`src/design/bmh_pkg.sv`:
```
// Shared types, constants and status codes of the binary max-heap.
package bmh_pkg;

    localparam int CAPACITY_DEFAULT = 64;
    localparam int KEY_W            = 32;
    localparam int COUNT_OUT_W      = 7;

    localparam logic signed [KEY_W-1:0] TOP_EMPTY = {1'b1, {(KEY_W-1){1'b0}}};

    typedef enum logic [1:0] {
        ST_DONE    = 2'd0,
        ST_FULL    = 2'd1,
        ST_MISSING = 2'd2
    } status_t;

    typedef enum logic {
        CMD_INSERT = 1'b0,
        CMD_DELETE = 1'b1
    } command_t;

    typedef struct packed {
        logic                    command;
        logic signed [KEY_W-1:0] value;
    } in_word_t;

    typedef struct packed {
        logic [1:0]              status;
        logic signed [KEY_W-1:0] top_value;
        logic [COUNT_OUT_W-1:0]  entry_count_out;
    } out_word_t;

    typedef struct packed {
        logic gt;
        logic eq;
    } cmp_res_t;

endpackage

```
`src/design/bmh_cmp.sv`:
```
// Shared signed key comparator used by the scan and both sift passes.
module bmh_cmp
    import bmh_pkg::*;
(
    input  logic signed [KEY_W-1:0] a,
    input  logic signed [KEY_W-1:0] b,
    output cmp_res_t                res
);

    always_comb
    begin
        res.gt = (a > b);
        res.eq = (a == b);
    end

endmodule

```
`src/design/binary_max_heap.sv`:
```
// Binary max-heap of signed 32-bit keys with insert and delete-by-key commands.
//
// Input words arrive on in_valid/in_ready/in_word: command 0 inserts the key, command 1
// removes the lowest-index stored entry equal to the key. Each input word yields exactly
// one output word on out_valid/out_ready/out_word carrying a status, the largest stored
// key (the minimum integer when the heap is empty) and the entry count.
// The block works on one word at a time and drops in_ready from acceptance until its
// result has been placed in the output register.
// Insert sifts up level by level: each level does one read of the parent and one
// compare-and-write step; the store has one write port and one registered read port.
// Delete scans the store one entry per cycle, reads the last entry, then sifts down
// level by level (left read, then right read and child compare where a right child
// exists, then move) and sifts up as insert does.
// A refused insert or a delete on an empty heap goes straight to the result; an absent
// key is reported once the scan reaches the entry count.
// The output register frees the sequencer from the receiver: a stalled result simply
// waits there, and the next result waits in its final state until the register empties.
// Reset empties the heap at once; the store itself is not cleared since only entries
// below the count are ever read.
module binary_max_heap
    import bmh_pkg::*;
#(
    parameter int CAPACITY = CAPACITY_DEFAULT
)
(
    input  logic      clk,
    input  logic      rst_n,
    input  logic      in_valid,
    output logic      in_ready,
    input  in_word_t  in_word,
    output logic      out_valid,
    input  logic      out_ready,
    output out_word_t out_word
);

    localparam int AW = $clog2(CAPACITY);
    localparam int CW = $clog2(CAPACITY + 1);
    localparam int XW = AW + 2;

    localparam logic [CW-1:0] CAP_COUNT = CW'(CAPACITY);

    typedef enum logic [3:0] {
        S_IDLE,
        S_SCAN,
        S_DEL_LAST,
        S_DEL_MOVE,
        S_SD_START,
        S_SD_LEFT,
        S_SD_RIGHT,
        S_SD_DEC,
        S_SU_START,
        S_SU_CMP,
        S_RESULT
    } state_t;

    logic signed [KEY_W-1:0] heap_mem [CAPACITY];

    state_t                  state_reg, state_next;
    logic [CW-1:0]           count_reg, count_next;
    logic                    out_valid_reg, out_valid_next;
    out_word_t               out_word_reg, out_word_next;
    logic [CW-1:0]           scan_idx_reg, scan_idx_next;
    logic                    cmp_valid_reg, cmp_valid_next;
    logic [1:0]              status_reg, status_next;

    logic [AW-1:0]           cmp_idx_reg, cmp_idx_next;
    logic [AW-1:0]           pos_reg, pos_next;
    logic [AW-1:0]           child_idx_reg, child_idx_next;
    logic signed [KEY_W-1:0] carried_reg, carried_next;
    logic signed [KEY_W-1:0] child_val_reg, child_val_next;
    logic signed [KEY_W-1:0] top_reg, top_next;
    logic signed [KEY_W-1:0] rdata_reg;

    logic [AW-1:0]           rd_addr;
    logic                    we;
    logic [AW-1:0]           waddr;
    logic signed [KEY_W-1:0] wdata;

    logic signed [KEY_W-1:0] cmp_a, cmp_b;
    cmp_res_t                cmp_res;

    logic [XW-1:0]           left_x, right_x, count_x;
    logic [AW-1:0]           parent_idx;
    logic [CW+COUNT_OUT_W-1:0] count_wide;

    bmh_cmp u_cmp (
        .a   (cmp_a),
        .b   (cmp_b),
        .res (cmp_res)
    );

    assign left_x     = {1'b0, pos_reg, 1'b1};
    assign right_x    = XW'(left_x + 1'b1);
    assign count_x    = XW'(count_reg);
    assign parent_idx = AW'((pos_reg - 1'b1) >> 1);
    assign count_wide = {{COUNT_OUT_W{1'b0}}, count_reg};

    // Operand selection for the shared comparator.
    always_comb
    begin
        cmp_a = rdata_reg;
        cmp_b = carried_reg;
        case (state_reg)
            S_SCAN:
            begin
                cmp_a = rdata_reg;
                cmp_b = carried_reg;
            end
            S_SD_RIGHT:
            begin
                cmp_a = rdata_reg;
                cmp_b = child_val_reg;
            end
            S_SD_DEC:
            begin
                cmp_a = child_val_reg;
                cmp_b = carried_reg;
            end
            S_SU_CMP:
            begin
                cmp_a = carried_reg;
                cmp_b = rdata_reg;
            end
            default:
            begin
                cmp_a = rdata_reg;
                cmp_b = carried_reg;
            end
        endcase
    end

    always_comb
    begin
        state_next     = state_reg;
        count_next     = count_reg;
        out_valid_next = out_valid_reg;
        out_word_next  = out_word_reg;
        scan_idx_next  = scan_idx_reg;
        cmp_valid_next = cmp_valid_reg;
        status_next    = status_reg;
        cmp_idx_next   = cmp_idx_reg;
        pos_next       = pos_reg;
        child_idx_next = child_idx_reg;
        carried_next   = carried_reg;
        child_val_next = child_val_reg;
        rd_addr        = '0;
        we             = 1'b0;
        waddr          = pos_reg;
        wdata          = carried_reg;

        if (out_valid_reg && out_ready)
        begin
            out_valid_next = 1'b0;
        end

        case (state_reg)
            S_IDLE:
            begin
                if (in_valid)
                begin
                    carried_next = in_word.value;
                    status_next  = ST_DONE;
                    if (in_word.command == CMD_INSERT)
                    begin
                        if (count_reg == CAP_COUNT)
                        begin
                            status_next = ST_FULL;
                            state_next  = S_RESULT;
                        end
                        else
                        begin
                            pos_next   = AW'(count_reg);
                            count_next = CW'(count_reg + 1'b1);
                            state_next = S_SU_START;
                        end
                    end
                    else if (count_reg == '0)
                    begin
                        status_next = ST_MISSING;
                        state_next  = S_RESULT;
                    end
                    else
                    begin
                        scan_idx_next  = '0;
                        cmp_valid_next = 1'b0;
                        state_next     = S_SCAN;
                    end
                end
            end
            S_SCAN:
            begin
                // Reads are issued one entry ahead of the compare.
                if (cmp_valid_reg && cmp_res.eq)
                begin
                    pos_next   = cmp_idx_reg;
                    state_next = S_DEL_LAST;
                end
                else if (scan_idx_reg == count_reg)
                begin
                    status_next = ST_MISSING;
                    state_next  = S_RESULT;
                end
                else
                begin
                    rd_addr        = AW'(scan_idx_reg);
                    cmp_idx_next   = AW'(scan_idx_reg);
                    scan_idx_next  = CW'(scan_idx_reg + 1'b1);
                    cmp_valid_next = 1'b1;
                end
            end
            S_DEL_LAST:
            begin
                rd_addr    = AW'(count_reg - 1'b1);
                state_next = S_DEL_MOVE;
            end
            S_DEL_MOVE:
            begin
                carried_next = rdata_reg;
                count_next   = CW'(count_reg - 1'b1);
                if (CW'(pos_reg) < CW'(count_reg - 1'b1))
                begin
                    state_next = S_SD_START;
                end
                else
                begin
                    state_next = S_RESULT;
                end
            end
            S_SD_START:
            begin
                if (left_x >= count_x)
                begin
                    state_next = S_SU_START;
                end
                else
                begin
                    rd_addr    = left_x[AW-1:0];
                    state_next = S_SD_LEFT;
                end
            end
            S_SD_LEFT:
            begin
                child_val_next = rdata_reg;
                child_idx_next = left_x[AW-1:0];
                if (right_x < count_x)
                begin
                    rd_addr    = right_x[AW-1:0];
                    state_next = S_SD_RIGHT;
                end
                else
                begin
                    state_next = S_SD_DEC;
                end
            end
            S_SD_RIGHT:
            begin
                // On equal children the left one is kept.
                if (cmp_res.gt)
                begin
                    child_val_next = rdata_reg;
                    child_idx_next = right_x[AW-1:0];
                end
                state_next = S_SD_DEC;
            end
            S_SD_DEC:
            begin
                if (cmp_res.gt)
                begin
                    we         = 1'b1;
                    waddr      = pos_reg;
                    wdata      = child_val_reg;
                    pos_next   = child_idx_reg;
                    state_next = S_SD_START;
                end
                else
                begin
                    state_next = S_SU_START;
                end
            end
            S_SU_START:
            begin
                if (pos_reg == '0)
                begin
                    we         = 1'b1;
                    waddr      = pos_reg;
                    wdata      = carried_reg;
                    state_next = S_RESULT;
                end
                else
                begin
                    rd_addr    = parent_idx;
                    state_next = S_SU_CMP;
                end
            end
            S_SU_CMP:
            begin
                we    = 1'b1;
                waddr = pos_reg;
                if (cmp_res.gt)
                begin
                    wdata      = rdata_reg;
                    pos_next   = parent_idx;
                    state_next = S_SU_START;
                end
                else
                begin
                    wdata      = carried_reg;
                    state_next = S_RESULT;
                end
            end
            S_RESULT:
            begin
                if (!out_valid_reg || out_ready)
                begin
                    out_valid_next                = 1'b1;
                    out_word_next.status          = status_reg;
                    out_word_next.top_value       = (count_reg == '0) ? TOP_EMPTY : top_reg;
                    out_word_next.entry_count_out = count_wide[COUNT_OUT_W-1:0];
                    state_next                    = S_IDLE;
                end
            end
            default:
            begin
                state_next = S_IDLE;
            end
        endcase

        top_next = (we && waddr == '0) ? wdata : top_reg;
    end

    always_ff @(posedge clk or negedge rst_n)
    begin
        if (!rst_n)
        begin
            state_reg     <= S_IDLE;
            count_reg     <= '0;
            out_valid_reg <= 1'b0;
            scan_idx_reg  <= '0;
            cmp_valid_reg <= 1'b0;
            status_reg    <= ST_DONE;
        end
        else
        begin
            state_reg     <= state_next;
            count_reg     <= count_next;
            out_valid_reg <= out_valid_next;
            scan_idx_reg  <= scan_idx_next;
            cmp_valid_reg <= cmp_valid_next;
            status_reg    <= status_next;
        end
    end

    always_ff @(posedge clk)
    begin
        out_word_reg  <= out_word_next;
        cmp_idx_reg   <= cmp_idx_next;
        pos_reg       <= pos_next;
        child_idx_reg <= child_idx_next;
        carried_reg   <= carried_next;
        child_val_reg <= child_val_next;
        top_reg       <= top_next;
    end

    // Heap store: one write port, one registered read port.
    always_ff @(posedge clk)
    begin
        if (we)
        begin
            heap_mem[waddr] <= wdata;
        end
        rdata_reg <= heap_mem[rd_addr];
    end

    assign in_ready  = (state_reg == S_IDLE);
    assign out_valid = out_valid_reg;
    assign out_word  = out_word_reg;

    a_count_bound: assert property (@(posedge clk) disable iff (!rst_n)
        count_reg <= CAP_COUNT)
        else $error("entry count beyond capacity");

    a_busy_after_accept: assert property (@(posedge clk) disable iff (!rst_n)
        in_valid && in_ready |=> !in_ready)
        else $error("ready held high after a word was accepted");

    a_write_in_range: assert property (@(posedge clk) disable iff (!rst_n)
        we |-> CW'(waddr) < count_reg)
        else $error("store written at or above the entry count");

    a_scan_in_range: assert property (@(posedge clk) disable iff (!rst_n)
        state_reg == S_SCAN |-> scan_idx_reg <= count_reg)
        else $error("scan ran past the entry count");

    a_full_status: assert property (@(posedge clk) disable iff (!rst_n)
        state_reg == S_RESULT && status_reg == ST_FULL |-> count_reg == CAP_COUNT)
        else $error("insert refused while space remained");

endmodule

```
`config.mk`:
```
export PLATFORM = sky130hd
export DESIGN_NAME = binary_max_heap
export DESIGN_NICKNAME = d
export VERILOG_FILES = /design/src/design/bmh_pkg.sv /design/src/design/bmh_cmp.sv /design/src/design/binary_max_heap.sv
export SDC_FILE = /design/constraint.sdc
export NUM_CORES = 2
export LEC_CHECK = 0
export ABC_AREA = 1
export BUFFER_PORTS_ARGS = -buffer_cell sky130_fd_sc_hd__buf_4
export CAP_MARGIN = 20
export CORE_ASPECT_RATIO = 0.7
export CORE_MARGIN = 1
export CORE_UTILIZATION = 55
export CTS_CLUSTER_DIAMETER = 50
export DETAILED_ROUTE_END_ITERATION = 12
export PLACE_DENSITY = 0.81
export SYNTH_ARGS = -nofsm -noshare
export SYNTH_HDL_FRONTEND = slang
export SYNTH_SLANG_ARGS = --single-unit
```
`constraint.sdc`:
```
create_clock -name clk -period 9.2 [get_ports clk]
set_input_delay 1.38 -clock clk [delete_from_list [all_inputs] [get_ports clk]]
set_output_delay 1.38 -clock clk [all_outputs]
set_load 0.03 [all_outputs]
```
# ---- Word-level counts from Yosys, hierarchy flattened
# Memory sizes are Yosys's and may differ from the RTL's. A register that Yosys moved wholly into a read port is not among the register bits.
# Index checks and enable logic that the tools add are counted.
dict set report totals {
  elab_cells 144
  mem_count 1
  ram_bits 2048
  output_inout_bits 43
  input_bits 37
  register_bits 177
}
dict set report classes {
  magnitude_cmp 4
  n_bitwise 2
  n_eq_ne 27
  n_mux 69
  reduce_logical 21
  add_sub_neg 5
}
# memory depth word_bits read_ports rd_ports_with_merged_regs wr line
set mem_list {}
lappend mem_list {heap_mem 64 32 1 1 1 binary_max_heap.sv:56} ;# logic signed [KEY_W-1:0] heap_mem [CAPACITY];
# cell n
set op_table {}
lappend op_table {{one-hot mux 32 bit (2 select lines)} 5}
lappend op_table {{2-to-1 mux 32 bit} 4}
lappend op_table {{2-to-1 mux 6 bit} 11}
lappend op_table {{2-to-1 mux 7 bit} 8}
lappend op_table {{one-hot mux 4 bit (11 select lines)} 1}
lappend op_table {{2-to-1 mux 4 bit} 9}
lappend op_table {{== test 32 bit} 1}
lappend op_table {{> comparator 32 bit} 1}
lappend op_table {{one-hot mux 6 bit (5 select lines)} 1}
lappend op_table {{one-hot mux 7 bit (2 select lines)} 2}
lappend op_table {{!= test 2 bit, second input constant} 12}
lappend op_table {{one-hot mux 6 bit (4 select lines)} 1}
lappend op_table {{== test 4 x 3 -> 1 bit, second input constant} 4}
lappend op_table {{2-to-1 mux 2 bit} 8}
lappend op_table {{adder 7 x 1 -> 7 bit, second input constant} 2}
lappend op_table {{2-to-1 mux 1 bit} 14}
lappend op_table {{== test 4 bit, second input constant} 3}
lappend op_table {{one-hot mux 6 bit (2 select lines)} 1}
lappend op_table {{adder 7 x 1 -> 8 bit, second input constant} 1}
lappend op_table {{== test 4 x 2 -> 1 bit, second input constant} 2}
lappend op_table {{< comparator 8 x 7 -> 1 bit} 1}
lappend op_table {{AND reduction 4 bit} 2}
lappend op_table {{== test 7 bit} 1}
lappend op_table {{== test 7 bit, second input constant} 1}
lappend op_table {{other kinds (24)} 32}

# ---- Longest topological paths before layout
dict set report depth {
  depth_word 7
  depth_mapped 28
  ltp_nobuf 24
}

# ---- Hierarchy
# A second synthesis with hierarchy kept.
dict set report unflattened {
  hier_cells 8599
  area_unflattened_um2 96148.5
}
# mod area_per_inst_um2 seq_area_each_um2 n_inst cells_per_inst
set modules_own_cells {}
lappend modules_own_cells {binary_max_heap 95273.9 67344.6 1 8458}
lappend modules_own_cells {bmh_cmp 874.6 0.0 1 141}

# ---- Least setup slack after synthesis
# Ideal clock, no wire load.
dict set report synth_timing {
  path_type {flip-flop to flip-flop}
  from {register state_reg[3]}
  to {memory heap_mem[0][0] (data pin)}
  setup_ns 0.710
  t_arrival_ns 5.755
  path_stages_with_launch 19
  path_buffers 3
  t_required_ns 8.490
  slack_ns 2.735
  period_less_slack_ns 6.465
  path_cell_list {dfrtp_1 nor2_2 inv_2 nor2_1 nor2_1 clkbuf_1 clkbuf_1 a221o_1 ha_1 a21oi_1 o21ai_1 a21oi_1 nor2_1 a211oi_1 nand3_1 nand3_1 nor2_1 clkbuf_1 o21ai_0}
}
dict set report synth_between {
  elab_chain_cells 5
  word_cells_on_any_way 9
  cone_classes {order compare (1); eq/ne (3); mux (5)}
}
# element line
set synth_rtl {}
lappend synth_rtl {{start: declaration} binary_max_heap.sv:58} ;# state_t state_reg, state_next;
lappend synth_rtl {{start signal: assignment} binary_max_heap.sv:344} ;# state_reg <= state_next;
lappend synth_rtl {{== test 4 bit (tied with other cells)} {binary_max_heap.sv:103, binary_max_heap.sv:156}}
lappend synth_rtl {{one-hot mux 32 bit (2 select lines)} binary_max_heap.sv:103} ;# case (state_reg)
lappend synth_rtl {{> comparator 32 bit} bmh_cmp.sv:12} ;# res.gt = (a > b);
lappend synth_rtl {{2-to-1 mux 32 bit, on equally long branches} {binary_max_heap.sv:299, binary_max_heap.sv:267}}
lappend synth_rtl {{one-hot mux 32 bit (2 select lines) (*)} binary_max_heap.sv:156} ;# case (state_reg)
lappend synth_rtl {{net wdata[0]} binary_max_heap.sv:77} ;# logic signed [KEY_W-1:0] wdata;
lappend synth_rtl {{end: declaration} binary_max_heap.sv:56}
# Mark *: on every way through the listed nets, which the timed path passes. The rest lies on a longest branch.

# ---- Worst setup path after layout
dict set report layout_timing {
  from {register state_reg[3]}
  to {register rdata_reg[14], read port of heap_mem}
}
dict set report layout_between {
  elab_chain_cells 6
  word_cells_on_any_way 14
  cone_classes {eq/ne (9); mux (4); reduce/logical (1)}
}
# element line
set layout_rtl {}
lappend layout_rtl {{== test 4 bit or == test 4 x 3 -> 1 bit (tied branches)} binary_max_heap.sv:103}
lappend layout_rtl {{one-hot mux 32 bit (2 select lines)} binary_max_heap.sv:103}
lappend layout_rtl {{== test 32 bit} bmh_cmp.sv:13} ;# res.eq = (a == b);
lappend layout_rtl {{logical AND 1 bit} binary_max_heap.sv:193} ;# if (cmp_valid_reg && cmp_res.eq)
lappend layout_rtl {{2-to-1 mux 6 bit} binary_max_heap.sv:193}
lappend layout_rtl {{one-hot mux 6 bit (5 select lines) (*)} binary_max_heap.sv:156}
lappend layout_rtl {{end: declaration} binary_max_heap.sv:72} ;# logic signed [KEY_W-1:0] rdata_reg;
# Mark *: on every way between the ends. The rest lies on a longest branch, timed or not.
# A chain may end at the register's enable or synchronous reset.

==> impl_metrics.tcl <==
set metrics [dict create \
    peakVddDrop_mv 0.447 \
    yosysWarnings 0 \
    seqCellArea_mm2 0.0673 \
    post_cts_resized 0 \
    layout_common_cells "nand3_1, edfxtp_1, nand2_1, buf_4, clkbuf_16" \
    crit_chain "nor2_2 > inv_2 > nor2_1 > nor2_4 > buf_12 > a221o_1 > ha_1 > nand2_1 > nor2_1 > nand2_1 > nor2_1 > nand3_1 > nand2_1 > o22ai_1 > a21oi_1 > nand2_4 > inv_2 > buf_4 > nand3_1 > nand2_1 > nand2_1 > nand2_1" \
    worst_setup_path_start_kind "flop" \
    crit_type "flop to flop" \
    setup_viol 0 \
    drt-pass1-iter-count 11 \
    status "finished with violations" \
    grt-ovfl-total 0 \
    pwr-share-clk_pct 18.8 \
    synth_mux_area_share_pct 0 \
    viasPerCell 6.64 \
    synth_edf_count 2203 \
    chipWidth_um 498 \
    htreeDepth 4 \
    power.density_mw_per_mm2 409 \
    cap_violations 0 \
    cts_hold_buf 0 \
    synth_cell_types 46 \
    postCtsSetupBuffers 0 \
    critPathMaxFanout 41 \
    ys_seq_area_share_pct 71.0 \
    rsz0062_at_grt "no" \
    drt_iter0_drc 12600 \
    utilization_pct 60.4 \
    synthFlopType "edfxtp_1" \
    num_rows 127 \
    cts.sinks 2257 \
    period_needed_ns 7.81 \
    fp.dieArea_mm2 0.174 \
    rr_worst_depth 22 \
    place_hpwl_mm 149 \
    cts.reportedPaths.clkPinSlew_ns 0.07 \
    track_usage_pct 32.0 \
    cpMostUsedCell "nand2_1" \
    root_buffer "clkbuf_16" \
    fmax_mhz 128 \
    ys_async_sr_fraction_pct 0.975 \
    p_int_mw 22.6 \
    total_power_mw 42.2 \
    drc 4 \
    period_share_pct 84.9 \
    n_fill_cell 12500 \
    antenna_found_initial 13 \
    fin_setup_tns_ns 0 \
    min_path_type "primary input to async pin" \
    worst_slew_pin_slew_ns 1.24 \
    clkLatencyLatePin_ns 0.84 \
    finalWirelength_mm 284 \
    cp_data_arrival_time_ns 8.54 \
    slew_violations 0 \
    power_frac_seq_pct 33.5 \
    avgSynthCellArea_um2 11.8 \
    syn_nets 8117 \
    synth_compound_area_share_pct 1.55 \
    slowest_delay_ns 0.91 \
    synth_fa_ha_area_share_pct 0.739 \
    gp_congestion 0.930 \
    core_mm2 0.171 \
    yosys.area_share.simple_pct 22.5 \
    routedWlPerCell_um 27.6 \
    synth_xor_xnor_area_share_pct 0.176 \
    initial_core_util_pct 55.4 \
    switching_power_mw 19.6 \
    clock-skew-final_ns 0.0454 \
    largest_reg_flops 2048 \
    required_ns 9.93 \
    grt_pass1_vias 64600 \
    nets 7957 \
    ioPinCount 80 \
    max_slew_margin_pct 17.3 \
    slowest_stage "inv_2" \
    cts_tree "yes" \
    hold_violations 0 \
    final_common_cell "nand3_1" \
    drtAntennaViolNets 0 \
    grt_pass1_wl_mm 413 \
    ys_ff_latch 2257 \
    die_h_um 349 \
    synthCells 8024 \
    synth_top_family_by_area "simple AND/OR/NAND/NOR gates" \
    failed_checks "design-rule violations" \
    swShare_pct 46.5 \
    grt_max_degree 219 \
    cp-end-kind "flop" \
    synth_area_mm2 0.0948 \
    io_buffer_count 79 \
    whs_ns 0.422 \
    multi_input_area_mm2 0.0243 \
    vias 68300 \
    p_comb_share_pct 47.7 \
    cts_made_buffers 190 \
    drive_gt1_share_pct 8.25 \
    areaGrowthSynthToFinish_pct 9.07 \
    p_leak_nw 36.0 \
    cts.path.max_buffers 3 \
]
critical path, delay by kind of cell (launching register included):
kind            cells  cell delay (ns)
flops               1             0.42
compound gates      3             0.72
buf+inv             4             1.95
fa+ha+maj           1             0.30
simple gates       14             4.11
path summary, 6_finish.rpt:
check	slack, ns	start	end
setup / recovery	1.39	state_reg[3]	rdata_reg[14]
hold / removal	0.42	rst_n	count_reg[0]
min in group clk	0.45	status_reg[0]	out_word[39]
hold reg to reg	0.45	status_reg[0]	out_word[39]
setup reg to reg	1.39	state_reg[3]	rdata_reg[14]
max in group asynchronous	8.54	rst_n	out_valid
power groups by stage:
| stage | registers, mW | clock network [mW] | logic, mW |
|---|---|---|---|
| floorplan | 14.1 | 0 | 12.3 |
| global placement | 14.3 | 0 | 18.5 |
| detailed placement | 14.3 | 0 | 18.9 |
| CTS | 14.1 | 7.93 | 19.1 |
| global route | 14.1 | 8.29 | 21.3 |
| finish | 14.1 | 7.94 | 20.2 |
cells in the mapped netlist (all sizes together) (22+ instances only):
cell type / number / area [µm²]
o21ai: 97 / 485
nor3: 53 / 275
a221oi: 33 / 289
nand3: 2937 / 14700
dfxtp: 32 / 641
nand2: 1424 / 5360
edfxtp: 2203 / 66200
ha: 56 / 701
clkbuf: 55 / 206
buf: 547 / 2790
nor2: 227 / 882
a21oi: 35 / 175
inv: 205 / 769
dfrtp: 22 / 551
a221o: 31 / 310
cells by family (layout without fill, tap and decap cells):
| logic type | after synthesis | after routing |
|---|---|---|
| and+or+nand+nor | 4659 | 4659 |
| buffers and inverters | 808 | 806 |
| AOI/OAI and AO/OA | 225 | 225 |
| other | 0 | 3 |
| xor gates and xnor gates | 19 | 19 |
| adders and majority gates | 56 | 56 |
| DFF | 2257 | 2257 |
metrics by stage:
stage / instance area (µm²) / worst slack [ns] / std cells
3_5_place_dp: 97300 / 1.81 / 9923
4_1_cts: 103000 / 1.72 / 10300
3_3_place_gp: 97300 / 1.99 / 9922
6_report: 103000 / 1.39 / 10300
5_1_grt: 103000 / 1.17 / 10300
2_1_floorplan: 94800 / 2.73 / 8024
cell type report:
class,count,area share (%)
multi-input cells,4959,23.5
inverters,206,0.767
repair buffers,250,2.12
clock buffers,238,4.87
flip-flops and latches,2257,65.1
diodes,3,0.00726
well taps,2257,2.73
clock inverters,112,0.898
routing by layer:
layer  share of wire, %  up-vias  wire, µm  global-route usage (%)
met4                5.1       12     14500                    14.9
met5              0.041        -       117                       0
met1                 35    32600     98000                    42.7
li1                   -    28900         -                       -
met3                 19      905     52600                    13.5
met2                 42     5879    118000                    45.3
No activity file was read; power rests on OpenSTA's default activity.
